[config.mk]
export PLATFORM = sky130hd
export DESIGN_NAME = vp8_rtp_descriptor_parser
export DESIGN_NICKNAME = d
export VERILOG_FILES = /design/src/rtl/vp8rtp_pkg.sv /design/src/rtl/vp8_rtp_descriptor_parser.sv
export SDC_FILE = /design/constraint.sdc
export NUM_CORES = 1
export LEC_CHECK = 0
export ABC_AREA = 1
export ABC_CLOCK_PERIOD_IN_PS = 5900
export BUFFER_PORTS_ARGS = -buffer_cell sky130_fd_sc_hd__buf_2
export CORE_ASPECT_RATIO = 1.75
export CORE_MARGIN = 2
export CORE_UTILIZATION = 63
export DETAILED_ROUTE_END_ITERATION = 12
export PLACE_DENSITY = 0.82
export SLEW_MARGIN = 5
export SYNTH_ARGS = -nofsm -noshare
export SYNTH_HDL_FRONTEND = slang
export SYNTH_SLANG_ARGS = --single-unit
[constraint.sdc]
create_clock -name clk -period 5.9 [get_ports clk]
set_clock_uncertainty 0.2 [all_clocks]
set_input_delay 0 -clock clk [delete_from_list [all_inputs] [get_ports clk]]
set_output_delay 0 -clock clk [all_outputs]
set_load 0.05 [all_outputs]
[src/rtl/vp8rtp_pkg.sv]
// Shared types for the VP8 RTP payload descriptor parser.
// Holds the byte and result transaction structs; no dependencies.
package vp8rtp_pkg;

	// One payload byte and its end-of-packet mark
	typedef struct packed {
		logic [7:0] data_byte;
		logic       last_byte;
	} byte_t;

	// Parsed descriptor and payload header, one per packet
	typedef struct packed {
		logic        status;
		logic [2:0]  descriptor_length;
		logic        nonref_frame;
		logic        start_partition;
		logic [3:0]  partition_index;
		logic [4:0]  present_flags;
		logic [14:0] picture_id;
		logic [7:0]  tl0_pic_index;
		logic [7:0]  temporal_key_byte;
		logic        payload_header_valid;
		logic [4:0]  frame_info;
		logic [18:0] part0_size;
	} result_t;

	// Status codes
	localparam logic STATUS_COMPLETE  = 1'b0;
	localparam logic STATUS_TRUNCATED = 1'b1;

endpackage

[src/rtl/vp8_rtp_descriptor_parser.sv]
// VP8 RTP payload descriptor parser, top level.
// Depends on vp8rtp_pkg for the byte and result structs.

// Takes one payload byte per cycle on the byte channel and gives one result per
// packet on the result channel: on the byte that completes the descriptor (and
// the 3-byte VP8 payload header when S=1 and PID=0), or with truncated status on
// the last byte if the packet ends first. Bytes after a complete header are
// dropped until the last byte. Each byte is held in the input register, and its
// result, if any, is then registered in the result register. The byte channel
// sustains one byte per cycle; it stalls only while a result waits in the result
// register and the input register also holds a byte.
module vp8_rtp_descriptor_parser
	import vp8rtp_pkg::*;
(
	input  logic    clk,
	input  logic    arst_n,
	input  logic    byte_valid,
	output logic    byte_stall,
	input  byte_t   byte_data,
	output logic    result_valid,
	input  logic    result_stall,
	output result_t result_data
);

	typedef enum logic [3:0] {
		PH_FIRST, PH_EXT, PH_PIC0, PH_PIC1, PH_TL0, PH_TK,
		PH_HDR0, PH_HDR1, PH_HDR2, PH_DONE
	} phase_t;

	// First phase at or after start that the flags call for
	function automatic phase_t seek_phase(logic [3:0] start, logic [6:0] df,
		logic [4:0] ef);
		phase_t p;
		logic   need;
		p = PH_DONE;
		for (int i = 8; i >= 1; i--) begin
			case (phase_t'(4'(i)))
				PH_EXT:  need = df[6];
				PH_PIC0: need = ef[4];
				PH_PIC1: need = ef[4] & ef[0];
				PH_TL0:  need = ef[3];
				PH_TK:   need = ef[2] | ef[1];
				PH_HDR0, PH_HDR1, PH_HDR2: need = df[4] & (df[3:0] == 4'd0);
				default: need = 1'b1;
			endcase
			if (4'(i) >= start && need)
				p = phase_t'(4'(i));
		end
		return p;
	endfunction

	// Input register
	logic  valid_s1;
	byte_t byte_s1;

	// Packet state
	phase_t      phase_q;
	logic [6:0]  dflags_q;  // bit6 X, bit5 N, bit4 S, 3:0 PID
	logic [4:0]  eflags_q;  // I, L, T, K, long picture id
	logic [14:0] pic_q;
	logic [7:0]  tl0_q;
	logic [7:0]  tk_q;
	logic [4:0]  finfo_q;
	logic [18:0] psize_q;
	logic [2:0]  count_q;

	phase_t      phase_n;
	logic [6:0]  dflags_n;
	logic [4:0]  eflags_n;
	logic [14:0] pic_n;
	logic [7:0]  tl0_n;
	logic [7:0]  tk_n;
	logic [4:0]  finfo_n;
	logic [18:0] psize_n;
	logic [2:0]  count_n;
	phase_t      seek;
	logic        emit;
	result_t     res;

	logic advance;
	logic fire;

	// Input register moves on when the result register can take its outcome
	assign advance    = !result_valid || !result_stall;
	assign fire       = valid_s1 && advance;
	assign byte_stall = valid_s1 && !advance;

	always_ff @(posedge clk or negedge arst_n) begin
		if (!arst_n) begin
			valid_s1 <= 1'b0;
		end else if (!byte_stall) begin
			valid_s1 <= byte_valid;
		end
	end

	always_ff @(posedge clk) begin
		if (byte_valid && !byte_stall)
			byte_s1 <= byte_data;
	end

	// Field extraction for the byte in the input register
	always_comb begin
		phase_n  = phase_q;
		dflags_n = dflags_q;
		eflags_n = eflags_q;
		pic_n    = pic_q;
		tl0_n    = tl0_q;
		tk_n     = tk_q;
		finfo_n  = finfo_q;
		psize_n  = psize_q;
		count_n  = count_q;
		emit     = 1'b0;
		res      = '0;

		case (phase_q)
			PH_FIRST: begin
				dflags_n = {byte_s1.data_byte[7], byte_s1.data_byte[5:0]};
				count_n  = 3'd1;
			end
			PH_EXT: begin
				eflags_n = {byte_s1.data_byte[7:4], 1'b0};
				count_n  = count_q + 3'd1;
			end
			PH_PIC0: begin
				eflags_n[0] = byte_s1.data_byte[7];
				pic_n       = {8'd0, byte_s1.data_byte[6:0]};
				count_n     = count_q + 3'd1;
			end
			PH_PIC1: begin
				pic_n   = {pic_q[6:0], byte_s1.data_byte};
				count_n = count_q + 3'd1;
			end
			PH_TL0: begin
				tl0_n   = byte_s1.data_byte;
				count_n = count_q + 3'd1;
			end
			PH_TK: begin
				tk_n    = byte_s1.data_byte;
				count_n = count_q + 3'd1;
			end
			PH_HDR0: begin
				finfo_n = byte_s1.data_byte[4:0];
				psize_n = {16'd0, byte_s1.data_byte[7:5]};
			end
			PH_HDR1: begin
				psize_n = psize_q + {8'd0, byte_s1.data_byte, 3'd0};
			end
			PH_HDR2: begin
				psize_n = psize_q + {byte_s1.data_byte, 11'd0};
			end
			default: begin
			end
		endcase

		seek = seek_phase(4'(phase_q) + 4'd1, dflags_n, eflags_n);

		// Result fields
		res.descriptor_length = count_n;
		if (seek == PH_DONE) begin
			res.status               = STATUS_COMPLETE;
			res.nonref_frame         = dflags_n[5];
			res.start_partition      = dflags_n[4];
			res.partition_index      = dflags_n[3:0];
			res.present_flags        = eflags_n;
			res.picture_id           = pic_n;
			res.tl0_pic_index        = tl0_n;
			res.temporal_key_byte    = tk_n;
			res.payload_header_valid = dflags_n[4] & (dflags_n[3:0] == 4'd0);
			res.frame_info           = finfo_n;
			res.part0_size           = psize_n;
		end else begin
			res.status = STATUS_TRUNCATED;
		end

		// Phase advance and packet restart
		if (phase_q != PH_DONE) begin
			emit    = (seek == PH_DONE) || byte_s1.last_byte;
			phase_n = seek;
		end
		if (byte_s1.last_byte) begin
			phase_n  = PH_FIRST;
			dflags_n = '0;
			eflags_n = '0;
			pic_n    = '0;
			tl0_n    = '0;
			tk_n     = '0;
			finfo_n  = '0;
			psize_n  = '0;
			count_n  = '0;
		end
	end

	// Packet state
	always_ff @(posedge clk or negedge arst_n) begin
		if (!arst_n) begin
			phase_q  <= PH_FIRST;
			dflags_q <= '0;
			eflags_q <= '0;
			pic_q    <= '0;
			tl0_q    <= '0;
			tk_q     <= '0;
			finfo_q  <= '0;
			psize_q  <= '0;
			count_q  <= '0;
		end else if (fire) begin
			phase_q  <= phase_n;
			dflags_q <= dflags_n;
			eflags_q <= eflags_n;
			pic_q    <= pic_n;
			tl0_q    <= tl0_n;
			tk_q     <= tk_n;
			finfo_q  <= finfo_n;
			psize_q  <= psize_n;
			count_q  <= count_n;
		end
	end

	// Result register
	always_ff @(posedge clk or negedge arst_n) begin
		if (!arst_n) begin
			result_valid <= 1'b0;
		end else if (advance) begin
			result_valid <= fire && emit;
		end
	end

	always_ff @(posedge clk) begin
		if (fire && emit)
			result_data <= res;
	end

endmodule

Word-level counts from Yosys, hierarchy flattened
Cells that the tools add are included.

Input bits: 13. Logic and storage cells: 102. Output and inout port bits: 73. Bits in registers: 156.

$lt $le $gt $ge: 8. Bitwise logic cells: 3. Add/sub/neg operators: 4. Reduce and logical (&&, ||, !) cells: 23. Muxes and demuxes: 29. Equality and inequality tests: 10.

Operators by type and width (count): $pmux W19 S3 (1); $mux W4 (10); $mux W8 (4); $pmux W15 S2 (1); $add A19 B11 Y19 (1); $add A19 B19 Y19 (1); $mux W19 (1); $eq A4 B3 Y1 const B (4); $ge A3 B4 Y1 const A (4); $mux W15 (1); $mux W5 (3); $mux W7 (2); $logic_and A1 B1 Y1 (12); $eq A4 B2 Y1 const B (2); $eq A4 B4 Y1 const B (2); $ge A2 B4 Y1 const A (2); $logic_not A4 Y1 (2); $pmux W3 S2 (1); $reduce_or A5 Y1 (1); $add A4 B1 Y4 const B (1); $eq A4 B1 Y1 const B (1); $ge A1 B4 Y1 const A (1); $ge A4 B4 Y1 const A (1); $logic_not A1 Y1 (4); 10 further kinds (14).

Longest topological paths before layout
Depth in word-level cells: 17. Depth in mapped cells: 16. Mapped depth without buffers: 14.

Worst setup path before layout
No wires, ideal clock.

Path type: register to register. Start: reg phase_q[0]. End: reg result_data[0] in the netlist's numbering (enable). Period minus slack after synthesis: 3857 ps. Setup slack: 2043 ps. Arrival time: 3232 ps. Required time: 5275 ps. Stages on the path, launching flop included: 17. Buffers on the path: 2. Cell sequence: dfrtp_1 -> inv_1 -> ha_1 -> nand2_4 -> buf_6 -> nand2_1 -> nand2_2 -> nand3_2 -> nor2_1 -> nand2_1 -> nand2_2 -> nor2_4 -> nand3_2 -> buf_6 -> nand2_1 -> nand2_1 -> inv_1.

Word-level cells in the longest chain between the ends: 17. Elaborated cells between the ends (all ways): 40. Classes of those cells: add/sub (1); order compare (8); eq/ne (4); mux (12); bitwise (3); reduce/logical (12).

Ends and longest elaborated chain: from (decl) (line vp8_rtp_descriptor_parser.sv:57) `phase_t phase_q;`; from (signal assigned) (line vp8_rtp_descriptor_parser.sv:206) `phase_q <= phase_n;`; parallel branches: the longest is 15 deep, another holds $add A4 B1 Y4; $mux W1 (*) (line vp8_rtp_descriptor_parser.sv:176) `if (phase_q != PH_DONE) begin`; $logic_and A1 B1 Y1 (*) (line vp8_rtp_descriptor_parser.sv:228) `if (fire && emit)`; to (signal assigned) (line vp8_rtp_descriptor_parser.sv:229) `result_data <= res;`; to (decl) (line vp8_rtp_descriptor_parser.sv:22) `output result_t result_data`.

Every way passes the cells marked *. A chain may end at the register's enable or synchronous reset.

Worst setup path in the final report
Start: reg result_valid. End: reg phase_q[2].

Word-level cells in the longest chain between the ends: 4.

Ends and longest elaborated chain: from (decl) (line vp8_rtp_descriptor_parser.sv:20) `output logic result_valid,`; from (signal assigned) (line vp8_rtp_descriptor_parser.sv:223) `result_valid <= fire && emit;`; $logic_not A1 Y1 (line vp8_rtp_descriptor_parser.sv:84) `assign advance = !result_valid || !result_stall;`; $logic_or A1 B1 Y1 (line vp8_rtp_descriptor_parser.sv:84); $logic_and A1 B1 Y1 (line vp8_rtp_descriptor_parser.sv:85) `assign fire = valid_s1 && advance;`; $reduce_and A2 Y1 (no line).

No other way between the ends.

==> results.sh <==
export IMPL_globalplace_congestion=0.9785
export IMPL_totalWireLength_mm=19.04
export IMPL_dr_first_iter_drc_count=677
export IMPL_grt_pass1_wl_mm=29.71
export IMPL_worstPathRequired_ns=6.03
export IMPL_fillers=798
export IMPL_slowest_delay_ns=0.62
export IMPL_clk_path_buf_depth=2
export IMPL_vias=6325
export IMPL_synth_area_leaders="edfxtp_1 (32%), dfrtp_1 (25%), nand2_1 (7.6%), inv_1 (5.8%), o22ai_1 (5.2%)"
export IMPL_dp_hpwl_mm=12.58
export IMPL_io_buffers=85
export IMPL_slew_headroom_pct=23.60
export IMPL_setup_viol=0
export IMPL_critical_path_class="flop to flop"
export IMPL_htreeDepth=4
export IMPL_use_met1_pct=34.91
export IMPL_yosys_cell_types_count=37
export IMPL_synth_flop_cell="edfxtp_1"
export IMPL_syn_area_per_cell_um2=9.267
export IMPL_ys_seq_area_share_pct=56.71
export IMPL_met2_usage_pct=51.37
export IMPL_drtPass1Iterations=6
export IMPL_p_leak_nw=4.068
export IMPL_fin_nets=950
export IMPL_netlist_area_um2=7590
export IMPL_synth_top_cell_by_area="edfxtp_1"
export IMPL_track_usage_pct=30.24
export IMPL_post_drt_wl_per_cell_um=17.88
export IMPL_ioPinCount=86
export IMPL_start_kind="flop"
export IMPL_pwr_density_cell_nw_per_um2=606.0
export IMPL_hold_path_class="primary input to flop"
export IMPL_period_share_pct=60.03
export IMPL_critical_path_buf_inv_count=4
export IMPL_layout_drive_gt1_share_pct=16.50
export IMPL_reg2reg_depth=10
export IMPL_preCtsSetupSlack_ns=2.484
export IMPL_reg2reg_slack_ns=2.36
export IMPL_rows=53
export IMPL_fmax_ghz=0.2823
export IMPL_maxCapViolCount=0
export IMPL_avgViaCountPerCell=5.939
export IMPL_r2r_start="result_valid$_DFFE_PN0N_"
export IMPL_tns_ns=0
export IMPL_hold_end="byte_s1[4]$_DFFE_PP_"
export IMPL_synth_seq_cells=156
export IMPL_cp_cell_sequence="nand2_1, inv_1, nor2_4, buf_4, clkinv_1, nor2_1, inv_2, nor2_1, nand2_1, o22ai_1"
export IMPL_arrival_ns=3.67
export IMPL_cp_end_kind="flop"
export IMPL_regArea_um2=4304
export IMPL_hold_viol_final=0
export IMPL_tightest_slew_ns=1.146
export IMPL_irDropWorstVdd_uv=373.5
export IMPL_worst_slack_ns=2.358
export IMPL_multi_input_area_um2=2689
export IMPL_grt_pass1_vias=6160
export IMPL_clock_root_buffer="clkbuf_16"
export IMPL_netlist_instances=819
export IMPL_grt_max_degree=77
export IMPL_fin_crit_ns=3.542
export IMPL_yosys_area_top_type_share_pct=31.65
export IMPL_synth_nets=855
export IMPL_hold_depth=2
export IMPL_critical_path_cell_count=10
export IMPL_yosysWarnings=0
export IMPL_busiest_layer="met2"
export IMPL_grt_use_met3_pct=5.755
export IMPL_drc=0
export IMPL_timing_rr_end="phase_q[2]$_DFFE_PN0P_"
export IMPL_cts_tree="done"
export IMPL_cts_sinks=156
export IMPL_grt_ovfl_total=0
export IMPL_cp_slowest_cell="inv_2"
export IMPL_cts_buffers=17
export IMPL_path_max_fanout=63
export IMPL_fp_dieW_um=86.97
export IMPL_die_h_um=149.2
export IMPL_core_region_area_um2=11870
export IMPL_ant_nets=0
export IMPL_async_reset_ff_share_pct=48.72
export IMPL_rsz0062_at_grt="no"
export IMPL_hp_start="byte_data[4]"
export IMPL_synth_edf_count=80
export IMPL_antenna_found_initial=0
export IMPL_status="complete, no violations"
export IMPL_insertion_delay_ns=0.42
export IMPL_clkTransAtPathRegs_ns=0.06
export IMPL_finalMaxSlewViolations=0
export IMPL_syn_to_final_growth_pct=16.29
export IMPL_fp_dieArea_um2=12980
export IMPL_crit_family="buffers and inverters"
export IMPL_initial_core_util_pct=63.94
[cell families (layout without fill, tap and decap cells)]
family	count (synthesis)	after routing	synth area share [%]
xor gates and xnor gates	4	4	0.4617
buffers and inverters	152	260	8.028
DFF	156	156	56.71
other	0	1	0
adders and majority gates	23	23	3.989
and+or+nand+nor	311	311	17.80
AOI/OAI and AO/OA	173	173	13.01
[registers in the layout, summed over array words and instances (netlist names), 4 cells and up]
| name | flops |
|---|---|
| byte_s1 | 9 |
| dflags_q | 7 |
| eflags_q | 5 |
| finfo_q | 5 |
| phase_q | 4 |
| pic_q | 15 |
| psize_q | 19 |
| result_data | 71 |
| tk_q | 8 |
| tl0_q | 8 |
[stage by stage]
step | cell area, um^2 | hold WS (ns) | cells | util, % | power (mW)
2_1_floorplan | 7590 | -0.4956 | 819 | - | 3.727
3_3_place_gp | 8100 | -0.02289 | 1018 | 68.24 | 4.168
3_5_place_dp | 8100 | -0.02042 | 1018 | 68.24 | 4.231
4_1_cts | 8823 | 0.08374 | 1064 | 74.33 | 5.325
5_1_grt | 8823 | 0.08647 | 1064 | 74.33 | 5.626
6_report | 8826 | 0.09249 | 1065 | 74.35 | 5.349
[synthesized netlist by cell type (5+ instances only)]
cell type    n
buf_2        7
inv_1      118
clkbuf_1    19
nand3b_1     5
o21ai_0     66
nand3_1     40
edfxtp_1    80
nand2_1    153
nor2_1      80
a21oi_1     25
o22ai_1     63
nor2_2      10
ha_1        21
dfrtp_1     76
nand4_1      6
[worst max-delay path by stage]
stage	from	end	slack, ns
after floorplan	phase_q[0]$_DFFE_PN0P_	result_data[0]$_SDFFCE_PP0P_	2.04
after detailed placement	result_valid$_DFFE_PN0N_	phase_q[3]$_DFFE_PN0P_	2.48
after global placement	result_valid$_DFFE_PN0N_	phase_q[2]$_DFFE_PN0P_	2.52
after global routing	result_valid$_DFFE_PN0N_	phase_q[2]$_DFFE_PN0P_	2.12
after CTS	result_valid$_DFFE_PN0N_	phase_q[2]$_DFFE_PN0P_	2.46
final	result_valid$_DFFE_PN0N_	phase_q[2]$_DFFE_PN0P_	2.36
[cell usage in the layout, fill, tap and decap left out, drive strengths merged, types with 14 or more instances in the layout]
cell type,instances
o21ai,73
edfxtp,80
nand2,158
o22ai,63
a21oi,25
clkbuf,19
nand3,42
ha,21
dfrtp,76
dlygate4sd3,14
nor2,92
buf,92
inv,123
[layer usage]
layer	vias up	routed length (um)
li1	2936	-
met1	2986	6855
met2	319	10100
met3	84	1247
met4	0	837
met5	-	0
[layout make-up]
| class | instances | area share (%) |
|---|---|---|
| sequential | 156 | 48.77 |
| clock buffer | 19 | 5.018 |
| tap | 137 | 1.942 |
| timing repair buffer | 106 | 7.003 |
| clock inverter | 13 | 1.588 |
| inverter | 122 | 5.189 |
| multi-input combinational | 511 | 30.47 |
| antenna | 1 | 0.02835 |
[repair_timing]
action	CTS	global route
endpoints found under the hold margin	96	0
hold buffers	14	0
resized for setup	0	0
buffers inserted	0	0
[power breakdown]
group          switching (mW)  leakage (nW)  internal [mW]
Combinational            1.96          1.98          0.582
Sequential              0.165          1.81           1.57
Clock                   0.441         0.278          0.636
Power figures use the tool's default switching activity.
